--- src/sgtb_pkg.sv ---
`timescale 1ns / 1ps
`default_nettype none
package sgtb_pkg;

    localparam int MAX_TRB_DATA    = 65536;
    localparam int MAX_ENTRY_BYTES = 1048576;

    localparam logic [1:0] KIND_NORMAL = 2'd0;
    localparam logic [1:0] KIND_SETUP  = 2'd1;
    localparam logic [1:0] KIND_DATA   = 2'd2;
    localparam logic [1:0] KIND_STATUS = 2'd3;

    localparam logic [1:0] XFER_CONTROL = 2'd0;
    localparam logic [1:0] XFER_BULK    = 2'd1;
    localparam logic [1:0] XFER_ISOC    = 2'd2;

    localparam logic [1:0] STYPE_NONE = 2'd0;
    localparam logic [1:0] STYPE_OUT  = 2'd1;
    localparam logic [1:0] STYPE_IN   = 2'd2;

    localparam logic [2:0] REG_KIND  = 3'd0;
    localparam logic [2:0] REG_DIR   = 3'd1;
    localparam logic [2:0] REG_MPS   = 3'd2;
    localparam logic [2:0] REG_TLEN  = 3'd3;
    localparam logic [2:0] REG_SOFF  = 3'd4;
    localparam logic [2:0] REG_SETUP = 3'd5;

    typedef enum logic [2:0] {
        EM_NONE,
        EM_SETUP,
        EM_CHUNK,
        EM_ZLP,
        EM_STATUS,
        EM_TRAIL,
        EM_SHORT
    } t_emit;

    typedef struct packed {
        logic  accept;
        logic  set_done;
        t_emit emit;
    } t_cmd;

    typedef struct packed {
        logic slot_free;
        logic done;
        logic phase0;
        logic ctrl;
        logic isoc;
        logic bytes_zero;
        logic more;
        logic fin;
        logic zlp;
        logic final_entry;
    } t_sts;

endpackage
`default_nettype wire

--- src/sgtb_datapath.sv ---
`timescale 1ns / 1ps
`default_nettype none
module sgtb_datapath (
    input  wire logic          i_clk,
    input  wire logic          i_rst_n,
    input  wire logic          i_cfg_we,
    input  wire logic [2:0]    i_cfg_index,
    input  wire logic [63:0]   i_cfg_data,
    input  wire logic [63:0]   i_entry_address,
    input  wire logic [20:0]   i_entry_length,
    input  wire logic          i_final_entry,
    input  wire logic          i_out_ready,
    input  wire sgtb_pkg::t_cmd i_cmd,
    output sgtb_pkg::t_sts     o_sts,
    output logic               o_out_valid,
    output logic [63:0]        o_trb_pointer,
    output logic [16:0]        o_trb_length,
    output logic [1:0]         o_trb_kind,
    output logic               o_dir_in_flag,
    output logic               o_chain_flag,
    output logic               o_ioc_flag,
    output logic               o_isp_flag,
    output logic               o_idt_flag,
    output logic [1:0]         o_stage_type_field,
    output logic               o_last_element,
    output logic               o_list_short
);

    logic [1:0]  r_kind, n_kind;
    logic        r_dir, n_dir;
    logic [10:0] r_mps, n_mps;
    logic [23:0] r_tlen, n_tlen;
    logic [31:0] r_soff, n_soff;
    logic [63:0] r_setup, n_setup;
    logic        cfg_hit;

    logic [23:0] r_bytes;
    logic [31:0] r_skip;
    logic        r_phase;
    logic        r_done;

    logic [63:0] r_addr;
    logic [20:0] r_len;
    logic [20:0] r_off;
    logic        r_final;

    logic        r_out_valid;
    logic [63:0] r_ptr, n_ptr;
    logic [16:0] r_olen, n_olen;
    logic [1:0]  r_okind, n_okind;
    logic        r_odir, r_chain, r_ioc, r_isp, r_idt, r_last, r_short;
    logic        n_odir, n_chain, n_ioc, n_isp, n_idt, n_last, n_short;
    logic [1:0]  r_stype, n_stype;

    logic        ctrl, isoc, slot_free;
    logic [20:0] clamp_len;
    logic [20:0] rem_e;
    logic [23:0] c1;
    logic [16:0] chunk;
    logic        fin, zlp, more, nc_last, ack_in;
    logic [63:0] chunk_ptr;

    always_comb begin
        n_kind  = r_kind;
        n_dir   = r_dir;
        n_mps   = r_mps;
        n_tlen  = r_tlen;
        n_soff  = r_soff;
        n_setup = r_setup;
        cfg_hit = 1'b0;
        if (i_cfg_we) begin
            cfg_hit = 1'b1;
            unique case (i_cfg_index)
                sgtb_pkg::REG_KIND:  n_kind  = i_cfg_data[1:0];
                sgtb_pkg::REG_DIR:   n_dir   = i_cfg_data[0];
                sgtb_pkg::REG_MPS:   n_mps   = i_cfg_data[10:0];
                sgtb_pkg::REG_TLEN:  n_tlen  = i_cfg_data[23:0];
                sgtb_pkg::REG_SOFF:  n_soff  = i_cfg_data[31:0];
                sgtb_pkg::REG_SETUP: n_setup = i_cfg_data;
                default:             cfg_hit = 1'b0;
            endcase
        end
    end

    assign ctrl      = r_kind == sgtb_pkg::XFER_CONTROL;
    assign isoc      = r_kind == sgtb_pkg::XFER_ISOC;
    assign slot_free = !r_out_valid || i_out_ready;
    assign clamp_len = (i_entry_length > 21'(sgtb_pkg::MAX_ENTRY_BYTES))
                     ? 21'(sgtb_pkg::MAX_ENTRY_BYTES) : i_entry_length;

    // chunk: least of entry bytes left, transfer bytes left and descriptor limit
    assign rem_e     = r_len - r_off;
    assign c1        = ({3'b0, rem_e} > r_bytes) ? r_bytes : {3'b0, rem_e};
    assign chunk     = (c1 > 24'(sgtb_pkg::MAX_TRB_DATA))
                     ? 17'(sgtb_pkg::MAX_TRB_DATA) : c1[16:0];
    assign fin       = r_bytes == {7'b0, chunk};
    assign zlp       = fin && !isoc && !r_dir && ({6'b0, r_mps} == chunk);
    assign more      = (r_off < r_len) && (r_bytes != 24'd0);
    assign nc_last   = fin && !isoc && !zlp;
    assign ack_in    = !((r_tlen > 24'd8) && r_dir);
    assign chunk_ptr = r_addr + {43'b0, r_off};

    always_ff @(posedge i_clk) begin
        if (!i_rst_n) begin
            r_kind      <= sgtb_pkg::XFER_BULK;
            r_dir       <= 1'b0;
            r_mps       <= 11'd512;
            r_tlen      <= 24'd0;
            r_soff      <= 32'd0;
            r_setup     <= 64'd0;
            r_bytes     <= 24'd0;
            r_skip      <= 32'd0;
            r_phase     <= 1'b0;
            r_done      <= 1'b0;
            r_out_valid <= 1'b0;
        end else begin
            r_kind  <= n_kind;
            r_dir   <= n_dir;
            r_mps   <= n_mps;
            r_tlen  <= n_tlen;
            r_soff  <= n_soff;
            r_setup <= n_setup;
            if (!cfg_hit && i_cmd.emit != sgtb_pkg::EM_NONE) begin
                r_out_valid <= 1'b1;
            end else if (i_out_ready) begin
                r_out_valid <= 1'b0;
            end
            if (cfg_hit) begin
                if (n_kind == sgtb_pkg::XFER_CONTROL) begin
                    r_bytes <= (n_tlen >= 24'd8) ? n_tlen - 24'd8 : 24'd0;
                    r_skip  <= n_soff + 32'd8;
                end else begin
                    r_bytes <= n_tlen;
                    r_skip  <= n_soff;
                end
                r_phase <= 1'b0;
                r_done  <= 1'b0;
            end else begin
                if (i_cmd.accept) begin
                    r_phase <= 1'b1;
                    if (r_skip >= {11'b0, clamp_len}) begin
                        r_skip <= r_skip - {11'b0, clamp_len};
                        r_off  <= clamp_len;
                    end else begin
                        r_skip <= 32'd0;
                        r_off  <= r_skip[20:0];
                    end
                end
                if (i_cmd.set_done) begin
                    r_done <= 1'b1;
                end
                if (i_cmd.emit == sgtb_pkg::EM_CHUNK) begin
                    r_bytes <= r_bytes - {7'b0, chunk};
                    r_off   <= r_off + {4'b0, chunk};
                end
            end
        end
    end

    always_comb begin
        n_ptr   = 64'd0;
        n_olen  = 17'd0;
        n_okind = sgtb_pkg::KIND_NORMAL;
        n_odir  = 1'b0;
        n_chain = 1'b0;
        n_ioc   = 1'b0;
        n_isp   = 1'b0;
        n_idt   = 1'b0;
        n_stype = sgtb_pkg::STYPE_NONE;
        n_last  = 1'b0;
        n_short = 1'b0;
        unique case (i_cmd.emit)
            sgtb_pkg::EM_SETUP: begin
                n_ptr   = r_setup;
                n_olen  = 17'd8;
                n_okind = sgtb_pkg::KIND_SETUP;
                n_chain = 1'b1;
                n_idt   = 1'b1;
                if (r_bytes != 24'd0) begin
                    n_stype = r_dir ? sgtb_pkg::STYPE_IN : sgtb_pkg::STYPE_OUT;
                end
            end
            sgtb_pkg::EM_CHUNK: begin
                n_ptr  = chunk_ptr;
                n_olen = chunk;
                n_isp  = 1'b1;
                if (ctrl) begin
                    n_okind = sgtb_pkg::KIND_DATA;
                    n_odir  = r_dir;
                    n_chain = 1'b1;
                end else begin
                    n_chain = !nc_last;
                    n_ioc   = nc_last;
                    n_last  = nc_last;
                end
            end
            sgtb_pkg::EM_ZLP: begin
                n_okind = sgtb_pkg::KIND_DATA;
                n_chain = 1'b1;
                n_isp   = 1'b1;
            end
            sgtb_pkg::EM_STATUS: begin
                n_okind = sgtb_pkg::KIND_STATUS;
                n_odir  = ack_in;
                n_ioc   = 1'b1;
                n_last  = 1'b1;
            end
            sgtb_pkg::EM_TRAIL: begin
                n_ioc  = 1'b1;
                n_isp  = 1'b1;
                n_last = 1'b1;
            end
            sgtb_pkg::EM_SHORT: begin
                n_short = 1'b1;
            end
            default: begin
            end
        endcase
    end

    always_ff @(posedge i_clk) begin
        if (i_cmd.accept) begin
            r_addr  <= i_entry_address;
            r_len   <= clamp_len;
            r_final <= i_final_entry;
        end
        if (i_cmd.emit != sgtb_pkg::EM_NONE) begin
            r_ptr   <= n_ptr;
            r_olen  <= n_olen;
            r_okind <= n_okind;
            r_odir  <= n_odir;
            r_chain <= n_chain;
            r_ioc   <= n_ioc;
            r_isp   <= n_isp;
            r_idt   <= n_idt;
            r_stype <= n_stype;
            r_last  <= n_last;
            r_short <= n_short;
        end
    end

    always_comb begin
        o_sts.slot_free   = slot_free;
        o_sts.done        = r_done;
        o_sts.phase0      = !r_phase;
        o_sts.ctrl        = ctrl;
        o_sts.isoc        = isoc;
        o_sts.bytes_zero  = r_bytes == 24'd0;
        o_sts.more        = more;
        o_sts.fin         = fin;
        o_sts.zlp         = zlp;
        o_sts.final_entry = r_final;
    end

    assign o_out_valid        = r_out_valid;
    assign o_trb_pointer      = r_ptr;
    assign o_trb_length       = r_olen;
    assign o_trb_kind         = r_okind;
    assign o_dir_in_flag      = r_odir;
    assign o_chain_flag       = r_chain;
    assign o_ioc_flag         = r_ioc;
    assign o_isp_flag         = r_isp;
    assign o_idt_flag         = r_idt;
    assign o_stage_type_field = r_stype;
    assign o_last_element     = r_last;
    assign o_list_short       = r_short;

endmodule
`default_nettype wire

--- src/sgtb_controller.sv ---
`timescale 1ns / 1ps
`default_nettype none
module sgtb_controller (
    input  wire logic           i_clk,
    input  wire logic           i_rst_n,
    input  wire logic           i_in_valid,
    input  wire sgtb_pkg::t_sts i_sts,
    output logic                o_in_ready,
    output sgtb_pkg::t_cmd      o_cmd
);

    typedef enum logic [2:0] {
        ST_IDLE,
        ST_SETUP,
        ST_CHUNK,
        ST_ZLP,
        ST_STATUS,
        ST_TRAIL,
        ST_SHORT
    } t_state;

    t_state r_state, n_state;

    always_comb begin
        n_state        = r_state;
        o_cmd.accept   = 1'b0;
        o_cmd.set_done = 1'b0;
        o_cmd.emit     = sgtb_pkg::EM_NONE;
        unique case (r_state)
            ST_IDLE: begin
                if (i_in_valid) begin
                    o_cmd.accept = 1'b1;
                    if (!i_sts.done) begin
                        if (i_sts.phase0 && i_sts.ctrl) begin
                            n_state = ST_SETUP;
                        end else if (i_sts.phase0 && i_sts.bytes_zero) begin
                            o_cmd.set_done = 1'b1;
                        end else begin
                            n_state = ST_CHUNK;
                        end
                    end
                end
            end
            ST_SETUP: begin
                if (i_sts.slot_free) begin
                    o_cmd.emit = sgtb_pkg::EM_SETUP;
                    n_state    = i_sts.bytes_zero ? ST_STATUS : ST_CHUNK;
                end
            end
            ST_CHUNK: begin
                if (!i_sts.more) begin
                    n_state = i_sts.final_entry ? ST_SHORT : ST_IDLE;
                end else if (i_sts.slot_free) begin
                    o_cmd.emit = sgtb_pkg::EM_CHUNK;
                    if (i_sts.fin) begin
                        if (i_sts.ctrl) begin
                            n_state = i_sts.zlp ? ST_ZLP : ST_STATUS;
                        end else if (i_sts.isoc || i_sts.zlp) begin
                            n_state = ST_TRAIL;
                        end else begin
                            o_cmd.set_done = 1'b1;
                            n_state        = ST_IDLE;
                        end
                    end
                end
            end
            ST_ZLP: begin
                if (i_sts.slot_free) begin
                    o_cmd.emit = sgtb_pkg::EM_ZLP;
                    n_state    = ST_STATUS;
                end
            end
            ST_STATUS, ST_TRAIL, ST_SHORT: begin
                if (i_sts.slot_free) begin
                    priority if (r_state == ST_STATUS) begin
                        o_cmd.emit = sgtb_pkg::EM_STATUS;
                    end else if (r_state == ST_TRAIL) begin
                        o_cmd.emit = sgtb_pkg::EM_TRAIL;
                    end else begin
                        o_cmd.emit = sgtb_pkg::EM_SHORT;
                    end
                    o_cmd.set_done = 1'b1;
                    n_state        = ST_IDLE;
                end
            end
            default: n_state = ST_IDLE;
        endcase
    end

    always_ff @(posedge i_clk) begin
        if (!i_rst_n) begin
            r_state <= ST_IDLE;
        end else begin
            r_state <= n_state;
        end
    end

    assign o_in_ready = r_state == ST_IDLE;

endmodule
`default_nettype wire

--- src/sg_transfer_trb_builder.sv ---
// scatter-gather to transfer descriptor builder
// configuration: write port (i_cfg_we, i_cfg_index, i_cfg_data), the user writes
//   only while idle (unenforced); index 0-5 writes restart with the new settings
// input channel: one scatter-gather entry per item (valid/ready)
// output channel: one transfer descriptor per item (valid/ready), held in an
//   output register so the builder moves on while a descriptor waits
// an entry is taken while the sequencer is idle, then its descriptors are
//   produced one per cycle by the sequencer while the output register has
//   room; an entry yields up to 19 descriptors, and the input side stays
//   busy until the sequencer is done with the entry
// first descriptor is emitted by the state entered on acceptance, then registered
// receiver stall: the sequencer holds while the output register is full; no
//   descriptor is lost and no new entry is taken until the current one ends
// reset: registers return to defaults (bulk, out, max packet 512, length 0),
//   no transfer in progress; entries after the transfer ends produce nothing
`timescale 1ns / 1ps
`default_nettype none
module sg_transfer_trb_builder (
    input  wire logic        i_clk,
    input  wire logic        i_rst_n,
    input  wire logic        i_cfg_we,
    input  wire logic [2:0]  i_cfg_index,
    input  wire logic [63:0] i_cfg_data,
    input  wire logic        i_in_valid,
    output logic             o_in_ready,
    input  wire logic [63:0] i_entry_address,
    input  wire logic [20:0] i_entry_length,
    input  wire logic        i_final_entry,
    output logic             o_out_valid,
    input  wire logic        i_out_ready,
    output logic [63:0]      o_trb_pointer,
    output logic [16:0]      o_trb_length,
    output logic [1:0]       o_trb_kind,
    output logic             o_dir_in_flag,
    output logic             o_chain_flag,
    output logic             o_ioc_flag,
    output logic             o_isp_flag,
    output logic             o_idt_flag,
    output logic [1:0]       o_stage_type_field,
    output logic             o_last_element,
    output logic             o_list_short
);

    sgtb_pkg::t_cmd cmd;
    sgtb_pkg::t_sts sts;

    sgtb_controller u_ctrl (
        .i_clk      (i_clk),
        .i_rst_n    (i_rst_n),
        .i_in_valid (i_in_valid),
        .i_sts      (sts),
        .o_in_ready (o_in_ready),
        .o_cmd      (cmd)
    );

    sgtb_datapath u_dp (
        .i_clk              (i_clk),
        .i_rst_n            (i_rst_n),
        .i_cfg_we           (i_cfg_we),
        .i_cfg_index        (i_cfg_index),
        .i_cfg_data         (i_cfg_data),
        .i_entry_address    (i_entry_address),
        .i_entry_length     (i_entry_length),
        .i_final_entry      (i_final_entry),
        .i_out_ready        (i_out_ready),
        .i_cmd              (cmd),
        .o_sts              (sts),
        .o_out_valid        (o_out_valid),
        .o_trb_pointer      (o_trb_pointer),
        .o_trb_length       (o_trb_length),
        .o_trb_kind         (o_trb_kind),
        .o_dir_in_flag      (o_dir_in_flag),
        .o_chain_flag       (o_chain_flag),
        .o_ioc_flag         (o_ioc_flag),
        .o_isp_flag         (o_isp_flag),
        .o_idt_flag         (o_idt_flag),
        .o_stage_type_field (o_stage_type_field),
        .o_last_element     (o_last_element),
        .o_list_short       (o_list_short)
    );

endmodule
`default_nettype wire
--- config.mk ---
export PLATFORM = sky130hd
export DESIGN_NAME = sg_transfer_trb_builder
export DESIGN_NICKNAME = d
export VERILOG_FILES = /design/src/sgtb_pkg.sv /design/src/sgtb_datapath.sv /design/src/sgtb_controller.sv /design/src/sg_transfer_trb_builder.sv
export SDC_FILE = /design/constraint.sdc
export NUM_CORES = 1
export LEC_CHECK = 0
export ABC_AREA = 1
export BUFFER_PORTS_ARGS = -buffer_cell sky130_fd_sc_hd__buf_4
export CORE_ASPECT_RATIO = 1.5
export CORE_MARGIN = 2
export CORE_UTILIZATION = 25
export CTS_BUF_LIST = sky130_fd_sc_hd__clkbuf_16
export DETAILED_ROUTE_END_ITERATION = 10
export SYNTH_ARGS = -nofsm -noshare
export SYNTH_HDL_FRONTEND = slang
export SYNTH_SLANG_ARGS = --single-unit
--- constraint.sdc ---
create_clock -name i_clk -period 5.9 [get_ports i_clk]
set_input_delay 0 -clock i_clk [delete_from_list [all_inputs] [get_ports i_clk]]
set_output_delay 0 -clock i_clk [all_outputs]
set_load 0.05 [all_outputs]
==> results of run 1 <==
==> worst register-to-register path: cells and delay by family, from the launching register on <==
kind | cells | cell delay (ns)
fa+ha+maj | 4 | 1.09
xor+xnor | 2 | 0.36
flops | 1 | 0.36
buf+inv | 9 | 0.91
compound gates | 10 | 1.23
simple gates | 24 | 2.12
==> power breakdown <==
part           total [mW]  internal, mW  switching [mW]  leakage, nW
Combinational        11.5          4.90            6.56         11.4
Sequential           3.93          3.58           0.348         3.49
Clock                3.01          1.73            1.28        0.783
==> cell type report <==
cell class                 count  share of cell area, %
tap                         1260                   4.61
multi-input combinational   2224                   38.5
clock buffer                  44                   3.22
timing repair buffer         775                   18.7
antenna                        2                 0.0146
sequential                   394                   28.8
inverter                     434                   4.83
clock inverter                38                   1.30
==> cell families (layout without fill, tap and decap cells) <==
logic type	count (synthesis)	count (layout)	share of synthesized area (%)
compound gates	592	592	14.1
xor+xnor	120	120	4.41
fa+ha+maj	125	125	6.71
buf+inv	531	1291	8.59
flops	394	394	41.4
mux	15	15	0.629
other cells	0	2	0
simple gates	1369	1372	24.2
==> routing by layer <==
layer / vias to the layer above / part of all wire [%]
li1: 11900 / -
met1: 11600 / 36
met2: 773 / 51
met5: - / 0
met4: 0 / 7.4
met3: 269 / 5.1
==> flip-flops by register name (all words and copies together), names as in the netlist, 21 cells and up <==
register,count
u_dp.r_skip,32
u_dp.o_trb_pointer,64
u_dp.r_setup,64
u_dp.r_len,21
u_dp.r_soff,32
u_dp.r_off,21
u_dp.r_tlen,24
u_dp.r_addr,64
u_dp.r_bytes,24
==> synth_stat cells, drive strengths merged (2+ instances only) <==
cell	instances	area [µm²]
nand2	629	2410
nor2	450	1720
inv	432	1620
o21ai	292	1460
edfxtp	198	5950
dfxtp	196	3920
a21oi	155	780
ha	120	1500
nand3	111	566
xor2	80	701
clkbuf	70	263
nor3	58	307
o211ai	45	338
or2	40	250
xnor2	40	350
nand4	37	231
buf	27	156
nor4	23	144
a31oi	19	119
mux2i	15	150
o22ai	13	81.3
nand3b	12	90.1
o221ai	10	87.6
a32o	9	90.1
a21boi	6	45.0
a21o	5	37.5
and2	5	31.3
fa	5	100
o311ai	5	43.8
a311oi	4	35.0
o21a	4	30.0
o21bai	4	30.0
a22o	3	26.3
nor3b	3	22.5
a211oi	2	15.0
a221o	2	20.0
a41oi	2	17.5
clkinv	2	7.51
o31ai	2	15.0
o32ai	2	17.5
o41ai	2	17.5
==> metrics by stage <==
step	hold slack [ns]	setup TNS, ns	instance area (µm²)
2_1_floorplan	0.0989	-0.0501	23900
3_3_place_gp	0.179	-11.07	28900
3_5_place_dp	0.179	-13.56	28900
4_1_cts	0.0252	-3.40	33500
5_1_grt	0.0791	-14.86	34200
6_report	0.0558	-6.47	34200
==> layout by cell type, fill, tap and decap left out, types with 93 or more instances in the layout <==
cell type	netlist	final
o21ai_0	279	260
nand2_1	615	551
nand3_1	109	96
dfxtp_1	196	196
dlygate4sd3_1	0	175
ha_1	120	93
a21oi_1	154	132
buf_4	2	578
nor2_1	444	417
inv_1	427	411
edfxtp_1	198	198
==> worst max path at each step <==
stage	endpoint	slack, ns	depth (start not counted)
floorplan	u_dp.r_off[20]	-0.05	50
global route	u_dp.r_off[20]	-0.73	49
finish	u_dp.r_off[18]	-0.42	49
global placement	u_ctrl.r_state[2]	-0.75	51
detailed placement	u_ctrl.r_state[2]	-0.83	51
CTS	u_ctrl.r_state[2]	-0.33	52
==> what timing repair did <==
action                     4_1_cts  5_1_grt
hold endpoints to repair       233        0
setup endpoints to repair       29       37
resized for setup              162      130
buffers inserted                74       29
hold buffers                   175        0
gates cloned                     3        1
pin swaps                       70      124
==> impl_metrics.py, run 1 <==
metrics = {
    "placed_design": {
        "io_buffers": 251,
        "dp_cells": 4815,
        "dpl_worst_slack_ns": -0.826,
        "post-dp-hpwl_um": 75300,
        "place.gp.congestion": 0.992,
    },
    "routing": {
        "postRouteAntennaNets": 0,
        "dr.pass1.iters": 7,
        "drcViolationCount": 0,
        "avgViaCountPerCell": 4.74,
        "wl_um": 99600,
        "wl_per_cell_um": 19.3,
        "drt_iter0_drc": 1587,
        "num_vias": 24500,
    },
    "timing": {
        "rsz0062_at_grt": "true",
        "relSlewSlack_pct": 38.1,
        "fmax_mhz": 158,
        "clock_skew_ns": 0.0479,
        "fin_ws_ns": -0.423,
        "fin_crit_sh_pct": 107,
        "final-setup-viol-count": 26,
        "drv_slew": 0,
        "hold_viol_final": 0,
        "period_needed_ns": 6.32,
        "tightest_slew_ns": 0.929,
    },
    "outcome": {
        "outcome": "finished with violations",
        "violations": "negative setup slack",
    },
    "cells_and_area": {
        "drive_gt1_share_pct": 24.5,
        "post-route-util_pct": 36.2,
        "final_nets": 4156,
        "layoutNonFillerInstCount": 5171,
        "syn2layout_area_growth_pct": 43.5,
        "seqCellArea_mm2": 0.00987,
        "fillCellCount": 9677,
        "multiInputGateArea_mm2": 0.0132,
    },
    "floorplan": {
        "die_x_um": 256,
        "dieArea_mm2": 0.0980,
        "io_pins": 252,
        "dieHeight_um": 382,
        "rows": 138,
        "initial_core_util_pct": 25.3,
        "core-area_mm2": 0.0944,
    },
    "global_routing": {
        "track_usage_pct": 19.6,
        "overflow": 0,
        "grt_antenna_before_repair": 1,
        "grtUsageMet2_pct": 36.4,
        "grt_pass1_wl_um": 146000,
        "grt_max_degree": 83,
        "grt_busiest_layer": "met2",
        "met3_usage_pct": 3.19,
        "grt_pass1_vias": 24200,
        "use_met1_pct": 20.2,
    },
    "hold_path": {
        "whs_path_depth": 5,
        "hp-class": "input port to flip-flop",
        "holdCritStartpoint": "i_cfg_we",
        "worst_hold_path.endpoint": "u_dp.r_bytes[6]",
    },
    "power": {
        "p_leak_nw": 15.6,
        "power_density_mw_per_mm2": 538,
        "total_power_mw": 18.4,
        "peakVddDrop_mv": 0.346,
    },
    "synthesis": {
        "seq_area_frac_synth_pct": 41.4,
        "syn-instance-count": 3146,
        "ys.flop_type": "edfxtp_1",
        "syn_area_mm2": 0.0239,
        "avgSynthCellArea_um2": 7.58,
        "ys_seq_elements": 394,
        "synth_enable_flop_cells": 198,
        "yosysUniqueCellTypes": 63,
        "synth_warnings": 0,
        "syn-num-nets": 3429,
        "async_reset_ff_share_pct": 0,
    },
    "clock_tree": {
        "cts_htree_levels": 2,
        "clock_latency_ns": 0.63,
        "cts.clk_slew.worst_paths_ns": 0.07,
        "cts_buffers": 44,
        "root_buffer": "clkbuf_16",
        "cts_sinks": 394,
        "cts.path.max_buffers": 3,
        "cts_tree": "yes",
    },
    "critical_path": {
        "crit_top_cell": "nand2_2",
        "reg2reg_depth": 49,
        "r2r-start": "u_dp.r_len[0]",
        "path_max_fanout": 5,
        "cp-start-kind": "flip-flop",
        "slowest_delay_ns": 0.36,
        "critPathCaptureType": "flip-flop",
        "crit_slowest_cell": "edfxtp_1",
        "cp.required_ns": 6.24,
        "critPathArrivalTime_ns": 6.66,
        "crit_start": "u_dp.r_len[0]",
        "rrSetupSlack_ns": -0.42,
        "critPathTopFamily": "simple AND/OR/NAND/NOR gates",
        "cp_num_buf_inv": 9,
        "worstSetupPathType": "flip-flop to flip-flop",
        "r2r_end": "u_dp.r_off[18]",
    },
    "flow_run": {
        "max_cap_violations": 0,
    },
}
No activity file was read; power rests on OpenSTA's default activity.
==> inputs of run 2 (changes only) <==
HOLD_SLACK_MARGIN = 0.1   (was default)
SKIP_CTS_REPAIR_TIMING = 1   (was default)
==> run 2 against run 1 <==
Against the previous run:
- the flow still finishes with violations (negative setup slack)
- clock skew is 0.0021 ns lower
- worst hold slack better by 0.046 ns
- setup slack worse by 0.053 ns
- core utilization is 0.52 points lower
- sequential share of layout area is 0.42 points higher
- clock-buffer cell count stayed put
- global-route usage is 0.82 points lower
- critical endpoint is now u_ctrl.r_state[2]
- register-to-register slack worse by 0.05 ns
==> impl_metrics.py, run 2 (synthesis results as in run 1) <==
metrics = {
    "placed_design": {
        "dp_cells": 4815,
        "io_buffers": 251,
        "post-dp-hpwl_um": 75300,
        "placed_area_mm2": 0.0289,
        "place.gp.congestion": 0.992,
    },
    "power": {
        "pwr-share-clk_pct": 17.3,
        "swShare_pct": 45.0,
        "peakVddDrop_mv": 0.328,
        "power_density_mw_per_mm2": 515,
        "seqPwrFrac_pct": 22.6,
        "power.internal_mw": 9.56,
        "combPwrFrac_pct": 60.1,
        "switchingPower_mw": 7.81,
        "total_power_mw": 17.4,
        "p_leak_nw": 15.4,
    },
    "hold_path": {
        "hp-class": "input port to flip-flop",
        "holdCritStartpoint": "i_entry_address[44]",
        "worst_hold_path.endpoint": "u_dp.r_addr[44]",
        "whs_path_depth": 2,
    },
    "critical_path": {
        "cp-start-kind": "flip-flop",
        "crit_top_cell": "nand2_1",
        "path_max_fanout": 6,
        "rrSetupSlack_ns": -0.48,
        "slowest_delay_ns": 0.36,
        "critPathArrivalTime_ns": 6.91,
        "reg2reg_depth": 51,
        "r2r-start": "u_dp.r_len[0]",
        "worstSetupPathType": "flip-flop to flip-flop",
        "critPathCaptureType": "flip-flop",
        "r2r_end": "u_ctrl.r_state[2]",
        "critPathTopFamily": "simple AND/OR/NAND/NOR gates",
        "crit_slowest_cell": "edfxtp_1",
        "cp_num_buf_inv": 6,
        "cp.required_ns": 6.44,
    },
    "clock_tree": {
        "cts.clk_slew.worst_paths_ns": 0.07,
        "cts_buffers": 44,
        "cts_tree": "yes",
        "cts_htree_levels": 2,
        "root_buffer": "clkbuf_16",
        "cts.path.max_buffers": 3,
        "cts_sinks": 394,
        "clock_latency_ns": 0.63,
    },
    "cells_and_area": {
        "final_area_mm2": 0.0337,
        "final_cell_mix": "nand2_1 (573), buf_4 (521), nor2_1 (424), inv_1 (417), o21ai_0 (264)",
        "final_common_cell": "nand2_1",
        "final_nets": 4114,
        "layoutNonFillerInstCount": 5130,
        "syn2layout_area_growth_pct": 41.4,
        "drive_gt1_share_pct": 22.0,
    },
    "timing": {
        "fin_ws_ns": -0.476,
        "rsz0062_at_grt": "true",
        "period_needed_ns": 6.38,
        "final-setup-viol-count": 25,
        "hold_viol_final": 0,
        "fmax_mhz": 157,
        "tns_ns": -6.57,
        "clock_skew_ns": 0.0458,
        "relSlewSlack_pct": 40.0,
        "fin_crit_sh_pct": 108,
        "tightest_slew_ns": 0.900,
        "timing.hold.ws_ns": 0.102,
        "drv_slew": 0,
    },
    "global_routing": {
        "grt_max_degree": 83,
        "grt_pass1_vias": 22600,
        "overflow": 0,
        "grt_antenna_before_repair": 4,
        "track_usage_pct": 18.8,
        "grt_pass1_wl_um": 138000,
    },
    "floorplan": {
        "dieArea_mm2": 0.0980,
        "dieHeight_um": 382,
        "io_pins": 252,
        "die_x_um": 256,
        "initial_core_util_pct": 25.3,
        "rows": 138,
        "core-area_mm2": 0.0944,
    },
    "routing": {
        "avgViaCountPerCell": 4.71,
        "postRouteAntennaNets": 0,
        "drt_iter0_drc": 1705,
        "dr.pass1.iters": 6,
        "wl_per_cell_um": 19.2,
        "wl_um": 98600,
        "num_vias": 24200,
        "drcViolationCount": 0,
    },
    "outcome": {
        "violations": "negative setup slack",
        "outcome": "finished with violations",
    },
    "flow_run": {
        "max_cap_violations": 0,
    },
}
run 2: changes by cell type in the layout (fill, tap and decap cells not counted), sizes merged:
| cell | delta |
|---|---|
| buf | -63 |
| dlygate4sd3 | +20 |
| clkbuf | +2 |
| clkinv | +1 |
| diode | +1 |
| inv | -1 |
| nand2 | -1 |
run 2: metal layers:
metal	track usage, %	vias up	wire length, µm
li1	-	11800	-
met1	19.2	11300	35500
met2	35.1	768	51200
met3	3.54	239	5040
met4	11.6	2	6790
met5	0	-	13
run 2: final cells by class:
cell class              count  area, µm²
repair buffers            734       6130
clock inverters            38        444
inverters                 434       1640
clock buffers              44       1100
diodes                      3       7.51
well taps                1260       1580
fillers                  9737      60700
multi-input cells        2223      13000
flip-flops and latches    394       9870
run 2: through the flow:
| step | setup slack, ns | util (%) |
|---|---|---|
| after floorplan | -0.0501 | - |
| after global placement | -0.747 | 30.6 |
| after detailed placement | -0.826 | 30.6 |
| after CTS | -0.881 | 32.2 |
| after global routing | -0.857 | 35.7 |
| final | -0.476 | 35.7 |
run 2: worst max-delay path by stage:
| stage | endpoint | startpoint | cells after the start |
|---|---|---|---|
| floorplan | u_dp.r_off[20] | u_dp.r_len[0] | 50 |
| global placement | u_ctrl.r_state[2] | u_dp.r_off[8] | 51 |
| detailed placement | u_ctrl.r_state[2] | u_dp.r_off[8] | 51 |
| CTS | u_ctrl.r_state[2] | u_dp.r_off[8] | 51 |
| global route | u_dp.r_bytes[18] | u_dp.r_len[0] | 51 |
| finish | u_ctrl.r_state[2] | u_dp.r_len[0] | 51 |
run 2: power groups by stage:
stage | clock network [mW] | logic (mW) | registers, mW
5_1_grt | 3.15 | 11.3 | 3.98
6_report | 3.01 | 10.4 | 3.93
3_5_place_dp | 0 | 8.99 | 3.96
2_1_floorplan | 0 | 4.69 | 4.54
4_1_cts | 3.06 | 9.02 | 3.91
3_3_place_gp | 0 | 8.94 | 3.96
